### src/sv/sliding_window_mean_defines.svh
// Assertion macros for the moving average block.
// Used by sliding_window_mean.sv; expects clk_i and rst_ni in scope.
`ifndef SLIDING_WINDOW_MEAN_DEFINES_SVH
`define SLIDING_WINDOW_MEAN_DEFINES_SVH

// same-cycle implication
`define SWM_ASSERT_IMP(lbl, ante, cons, msg) \
  lbl: assert property (@(posedge clk_i) disable iff (!rst_ni) (ante) |-> (cons)) \
    else $error(msg);

// next-cycle implication
`define SWM_ASSERT_NXT(lbl, ante, cons, msg) \
  lbl: assert property (@(posedge clk_i) disable iff (!rst_ni) (ante) |=> (cons)) \
    else $error(msg);

`endif

### src/sv/swm_pkg.sv
// Shared types and constants for the moving average block.
// No dependencies; imported by swm_div and sliding_window_mean.
`default_nettype none

package swm_pkg;

  localparam int DATA_W        = 32;
  localparam int WIN_W         = 11;
  localparam int CNT_W         = 11;
  localparam int SUM_W         = 42;
  localparam int DEF_MAX_DEPTH = 1024;

  localparam logic [WIN_W-1:0]  RESET_WINDOW = WIN_W'(50);
  localparam logic [CNT_W-1:0]  COUNT_CAP    = '1;
  localparam logic [DATA_W-1:0] MEAN_MAX     = {1'b0, {(DATA_W-1){1'b1}}};
  localparam logic [DATA_W-1:0] MEAN_MIN     = {1'b1, {(DATA_W-1){1'b0}}};

  typedef struct packed {
    logic signed [DATA_W-1:0] sample;
    logic                     last;
  } swm_in_t;

  typedef struct packed {
    logic signed [DATA_W-1:0] mean;
    logic                     too_few;
  } swm_out_t;

  typedef struct packed {
    logic signed [SUM_W-1:0] dividend;
    logic [WIN_W-1:0]        divisor;
    logic                    too_few;
  } swm_div_req_t;

endpackage

`default_nettype wire

### src/sv/swm_div.sv
// Radix-2 restoring divider: signed running sum over window length,
// truncated toward zero and saturated to 32 bits. Depends on swm_pkg.
`default_nettype none

module swm_div import swm_pkg::*; (
  input  wire logic         clk_i,
  input  wire logic         rst_ni,
  input  wire logic         start_i,
  input  wire swm_div_req_t req_i,
  output      logic         busy_o,
  output      logic         done_o,
  output      swm_out_t     res_o
);

  localparam int STEP_W = $clog2(SUM_W);

  localparam logic [1:0] ST_IDLE = 2'd0;
  localparam logic [1:0] ST_RUN  = 2'd1;
  localparam logic [1:0] ST_FIN  = 2'd2;

  logic [1:0]       state_q, state_d;
  logic [STEP_W-1:0] step_q, step_d;
  logic [SUM_W-1:0] dvd_q, dvd_d;
  logic [WIN_W-1:0] rem_q, rem_d;
  logic [WIN_W-1:0] dsr_q, dsr_d;
  logic             neg_q, neg_d;
  logic             few_q, few_d;

  logic [WIN_W:0]   trial;
  logic             ge;
  logic [SUM_W-1:0] mag;
  logic             pos_ovf, neg_ovf;
  logic [DATA_W-1:0] low_q;

  assign mag   = req_i.dividend[SUM_W-1] ? SUM_W'(-req_i.dividend) : SUM_W'(req_i.dividend);
  assign trial = {rem_q, dvd_q[SUM_W-1]};
  assign ge    = trial >= {1'b0, dsr_q};

  always_comb begin
    state_d = state_q;
    step_d  = step_q;
    dvd_d   = dvd_q;
    rem_d   = rem_q;
    dsr_d   = dsr_q;
    neg_d   = neg_q;
    few_d   = few_q;
    case (state_q)
      ST_IDLE: begin
        if (start_i) begin
          state_d = ST_RUN;
          step_d  = '0;
          dvd_d   = mag;
          rem_d   = '0;
          dsr_d   = req_i.divisor;
          neg_d   = req_i.dividend[SUM_W-1];
          few_d   = req_i.too_few;
        end
      end
      ST_RUN: begin
        // remainder stays below the divisor, so the top trial bit drops out
        rem_d  = ge ? WIN_W'(trial - {1'b0, dsr_q}) : trial[WIN_W-1:0];
        dvd_d  = {dvd_q[SUM_W-2:0], ge};
        step_d = step_q + STEP_W'(1);
        if (step_q == STEP_W'(SUM_W - 1)) begin
          state_d = ST_FIN;
        end
      end
      ST_FIN: begin
        state_d = ST_IDLE;
      end
      default: begin
        state_d = ST_IDLE;
      end
    endcase
  end

  always_ff @(posedge clk_i or negedge rst_ni) begin
    if (!rst_ni) begin
      state_q <= ST_IDLE;
    end else begin
      state_q <= state_d;
    end
  end

  always_ff @(posedge clk_i) begin
    step_q <= step_d;
    dvd_q  <= dvd_d;
    rem_q  <= rem_d;
    dsr_q  <= dsr_d;
    neg_q  <= neg_d;
    few_q  <= few_d;
  end

  // quotient magnitude sits in dvd_q during the final state
  assign low_q   = dvd_q[DATA_W-1:0];
  assign pos_ovf = |dvd_q[SUM_W-1:DATA_W-1];
  assign neg_ovf = (|dvd_q[SUM_W-1:DATA_W]) || (dvd_q[DATA_W-1] && (|dvd_q[DATA_W-2:0]));

  always_comb begin
    res_o.too_few = few_q;
    if (few_q) begin
      res_o.mean = '0;
    end else if (neg_q) begin
      res_o.mean = neg_ovf ? MEAN_MIN : DATA_W'(-low_q);
    end else begin
      res_o.mean = pos_ovf ? MEAN_MAX : low_q;
    end
  end

  assign busy_o = (state_q != ST_IDLE);
  assign done_o = (state_q == ST_FIN);

endmodule

`default_nettype wire

### config.mk
export PLATFORM = sky130hd
export DESIGN_NAME = swm_div
export DESIGN_NICKNAME = d
export VERILOG_FILES = /design/src/sv/sliding_window_mean_defines.svh /design/src/sv/swm_pkg.sv /design/src/sv/swm_div.sv
export SDC_FILE = /design/constraint.sdc
export NUM_CORES = 1
export LEC_CHECK = 0
export BUFFER_PORTS_ARGS = -buffer_cell sky130_fd_sc_hd__buf_2
export CAP_MARGIN = 10
export CORE_UTILIZATION = 60
export CTS_CLUSTER_DIAMETER = 100
export DETAILED_ROUTE_END_ITERATION = 10
export PLACE_DENSITY = 0.85
export RECOVER_POWER = 100
export SYNTH_ARGS = -nofsm -noshare
export SYNTH_HDL_FRONTEND = slang
export SYNTH_SLANG_ARGS = --single-unit
### constraint.sdc
create_clock -name clk_i -period 5.9 [get_ports clk_i]
set_input_delay 1.18 -clock clk_i [delete_from_list [all_inputs] [get_ports clk_i]]
set_output_delay 1.18 -clock clk_i [all_outputs]
set_load 0.03 [all_outputs]
Yosys cells after proc, flatten, opt, wreduce, memory -nomap -nowiden
Cells that the tools add are included.
W data, S select, Z words.
- register bits: 74
- word-level logic and storage cells: 43
- input port bits: 57
- output and inout bits: 35
- eq/ne operators: 5
- muxes and demuxes: 15
- $lt $le $gt $ge: 1
- $add $sub $neg: 4
- reduce and logical (&&, ||, !) cells: 11
- operator list (cell ; number):
    $mux W32 ; 4
    $mux W42 ; 2
    $pmux W42 S2 ; 1
    $neg A42 Y42 ; 1
    $neg A32 Y32 ; 1
    $reduce_or A31 Y1 ; 1
    $mux W11 ; 2
    $pmux W11 S2 ; 1
    $ge A12 B11 Y1 ; 1
    $pmux W6 S2 ; 1
    $reduce_or A11 Y1 ; 1
    $sub A11 B11 Y11 ; 1
    $reduce_or A10 Y1 ; 1
    $add A6 B1 Y6 const B ; 1
    $eq A6 B6 Y1 const B ; 1
    $mux W6 ; 1
    $reduce_and A2 Y1 ; 3
    $mux W2 ; 2
    $ne A2 B2 Y1 const B ; 2
    $pmux W2 S2 ; 1
    $reduce_bool A2 Y1 ; 2
    $eq A2 B1 Y1 const B ; 1
    $eq A2 B2 Y1 const B ; 1
    $logic_not A2 Y1 ; 1
    other kinds (2) ; 2

Longest topological paths before layout
- depth after elaboration: 6
- depth in mapped cells: 10
- depth with buffers taken out: 9

Worst setup path after synthesis
No wires, ideal clock.
- path type: reg2out
- from: reg dvd_q[0]
- to: out res_o[21] in the netlist's numbering
- path slack: 1.999 ns
- data required time: 4.720 ns
- path buffers: 0
- cell stages (with the launch flop): 8
- arrival: 2.721 ns
- path through: edfxtp_1 > inv_1 > ha_1 > nor3b_1 > nand3_2 > nor4_1 > nand2_1 > a311oi_1
- RTL lines (what ; RTL line ; RTL):
    start, declared ; swm_div.sv:23 ; logic [SUM_W-1:0] dvd_q, dvd_d;
    start signal, assigned ; swm_div.sv:87 ; dvd_q <= dvd_d;
    end, declared ; swm_div.sv:12 ; output swm_out_t res_o

==> metrics.md <==
| Metric | Value |
|---|---|
| DRT Pass-1 Iters | 7 |
| Synth cell types | 60 |
| Ys flop type | edfxtp_1 |
| Sink Count | 74 |
| Largest net degree at the start of global routing | between 50 and 60 |
| H-tree levels | 3 |
| Fin. max-slew vios | 86 |
| Rows | 34 |
| Post-synth EDFFs | 72 |
| Layout cells sized above 1 | 12.2% |
| Class of the worst hold path | reg2reg |
| Min cycle time layout | 4.63 ns |
| CTS Buf Count | 9 |
| Leakage | 0.00227 uW |
| Top cells by area, synth | edfxtp_1, xor2_1, nand2_1 |
| CTS tree | done |
| FMAX | 0.216 GHz |
| First-pass GRT wire length | 22.0 mm |
| Antenna violations before repair | 0 |
| Crit start category | flop |
| Unrepaired setup endpoints after global routing | no |
| Antenna diode count | 0 |
| Synth top cells by count | nand2_1, edfxtp_1, nor2_1, o21ai_0, xor2_1 |
| Final period util | 78.4% |
| Critical Path Fanout Max | 31 |
| CTS clk-pin slew, worst paths | 0.07 ns |
| Avg Inst Size Synth | 8.83 sq um |
| Die height | 97.1 um |
| Count of final hold-check violations | 0 |
| Vias in the first global route | 4729 |
| Outcome | complete, but fails checks |
| Yosys warning count | 0 |
| Worst rel slew slack | -50.2% |
| Die span in x | 97.1 um |
| Critical Path End Type | primary output |
| GR Util All Layers | 28.3% |
| Synthesized cell area | 5420 sq um |
| Total power draw | 2150 uW |
| Worst slew pin tran | approximately 2.3 ns |
| Max VDD drop | 0.219 mV |
| Total negative setup slack | 0 ns |
| Post-CTS Setup Inserts | 0 |
| # IOs | 92 |
| Initial Utilization | 62.2% |
| DR vias | 5029 |
| Post-Route WL | 13.1 mm |
| Simple-gate share of the synthesized area | 22.7% |
| Critical path arrival | roughly 3.5 ns |
| Max clock buf depth | 2 |
| Yosys top cell area share | 39.9% |
| Initial DRC count | 403 |
| Fraction of registers with async set/reset | roughly 2.7% |
| Final setup vio count | 0 |
| I/O Buffers | 91 |
| Failing checks | max-capacitance violations, max-slew violations |
| Largest family of logic cells by synthesized area | simple AND/OR/NAND/NOR gates |
| Post-synthesis sequential area ratio | 40.8% |
| Synthesized flop and latch total | 74 |
| Post-synthesis mux area share | 1.11% |
| Critical Path RT | 4.72 ns |
| Most frequent cell after synthesis | nand2_1 |
| Core Area | 8720 sq um |
| Max-Cap Viols | 2 |
| Post_cts resized | 0 |
| Adder-Cell Fraction of Synth Area | 3.83% |
| Total die area | between 9000 and 10000 sq um |
| CTS root buf | clkbuf_8 |
| Mapped Nets | roughly 690 |
| XOR/XNOR Fraction of Synth Area | 7.91% |
| Gate Count Post-Synth | 614 |
| Post-CTS Hold Fix Bufs | 0 |
| Total power per unit cell area | 359 nW/um^2 |
| WHS | 0.574 ns |
| Worst-Skew Late Latency | 0.34 ns |
| Nets@finish | around 770 |
| GP Congestion | about 0.95 |
| R2R setup slack | 2.51 ns |
| DR WL/cell | 16.3 um |
| Layout area overhead | 10.3% |
| Yosys top cell by area | edfxtp_1 |
| Total congestion overflow | 0 |
| Antenna-violating nets left | 0 |
| HPWL Detailed | around 9.7 mm |
| Filler instances | 734 |
| Clock Skews | 0.0181 ns |
| Drt via density | roughly 6.2 |
| Synth Area in Compound Gates | approximately a fifth |
| Residual DRC | 0 |
| Setup CP Type | reg2out |
power breakdown:
group          internal [uW]  switching (uW)
sequential               806             158
clock                    147             183
combinational            335             521
total                   1290             861
kinds of logic (layout without fill, tap and decap cells):
kind of cell / count (synthesis) / count (layout)
XOR/XNOR: 49 / 49
flip-flops: 74 / 74
multiplexers: 6 / 6
AO/OA/AOI/OAI: 169 / 169
adder cells (fa/ha/maj): 16 / 16
AND/OR/NAND/NOR: 247 / 247
buffers and inverters: 53 / 136
layout by cell type (no fill, tap or decap), types with 3 or more instances in the layout:
master	n
nand2b_1	4
o21a_1	4
clkinvlp_4	3
clkbuf_8	9
nand3b_1	5
xnor2_1	8
a311oi_1	12
ha_1	15
a211oi_1	3
o21ai_1	7
inv_1	23
o31ai_1	19
xor2_1	41
o22ai_1	16
or2_2	3
nor2b_1	3
nor2_1	67
or4_1	3
a31oi_1	5
or3_1	11
nand4_1	3
nand2_1	85
nand4b_1	3
a211o_1	3
nand3_1	17
clkbuf_1	38
a21oi_1	37
mux2i_1	6
edfxtp_1	72
buf_4	4
o21ai_0	48
nor4_1	14
nor3_1	18
buf_2	56
critical path, cell delays in order (launching register included):
cell,delay (ns)
edfxtp_1,0.44
inv_1,0.09
ha_1,0.18
nor3b_1,0.47
nand3_1,0.40
nor3_1,0.46
a31oi_2,0.13
buf_4,0.25
a311oi_1,0.34
clkbuf_1,0.35
flip-flops by register name, summed over array words and instances (netlist names):
name and count:
dsr_q 11, dvd_q 42, few_q 1, neg_q 1, rem_q 11, state_q 2, step_q 6
final cells by class:
| class | instances | area, sq um | area share [%] |
|---|---|---|---|
| Clock buffer | 9 | 124 | 2.07 |
| Multi-Input combinational cell | 487 | 2940 | 49.1 |
| Tap cell | 108 | 135 | 2.26 |
| Inverter | 23 | 86.3 | 1.44 |
| Sequential cell | 74 | 2210 | 37.0 |
| Timing Repair Buffer | 98 | 453 | 7.57 |
| Clock inverter | 6 | 35.0 | 0.586 |
routing by layer:
layer  wire [um]  share of wire (%)  GRT usage, %  vias to the layer above
li1            -                  -             -                     2432
met1        5980                 46          40.9                     2363
met2        5920                 45          45.1                      218
met3        1110                8.5          4.10                       16
met4         123               0.94          6.89                        0
met5           0                  0             0                        -
through the flow:
| step | cells | setup WS, ns | instance area, sq um | utilization (%) |
|---|---|---|---|---|
| global route | 805 | 1.02 | 5980 | 68.6 |
| finish | 805 | 1.27 | 5980 | 68.6 |
| floorplan | 614 | 2.00 | 5420 | - |
| global placement | 790 | 2.13 | 5960 | 68.4 |
| detailed placement | 790 | 1.95 | 5960 | 68.4 |
| CTS | 805 | 1.58 | 6120 | 70.2 |
worst paths after layout:
kind / startpoint / end / depth (start not counted)
worst max-delay path: dvd_q[0] / res_o[7] / 9
worst min-delay path: dvd_q[40] / dvd_q[41] / 2
worst max register to register: state_q[1] / dvd_q[10] / 4
worst min register to register: dvd_q[40] / dvd_q[41] / 2
max in group asynchronous: rst_ni / state_q[0] / 1
min in group asynchronous: rst_ni / state_q[1] / 1
(Power assumes the default switching activity.)
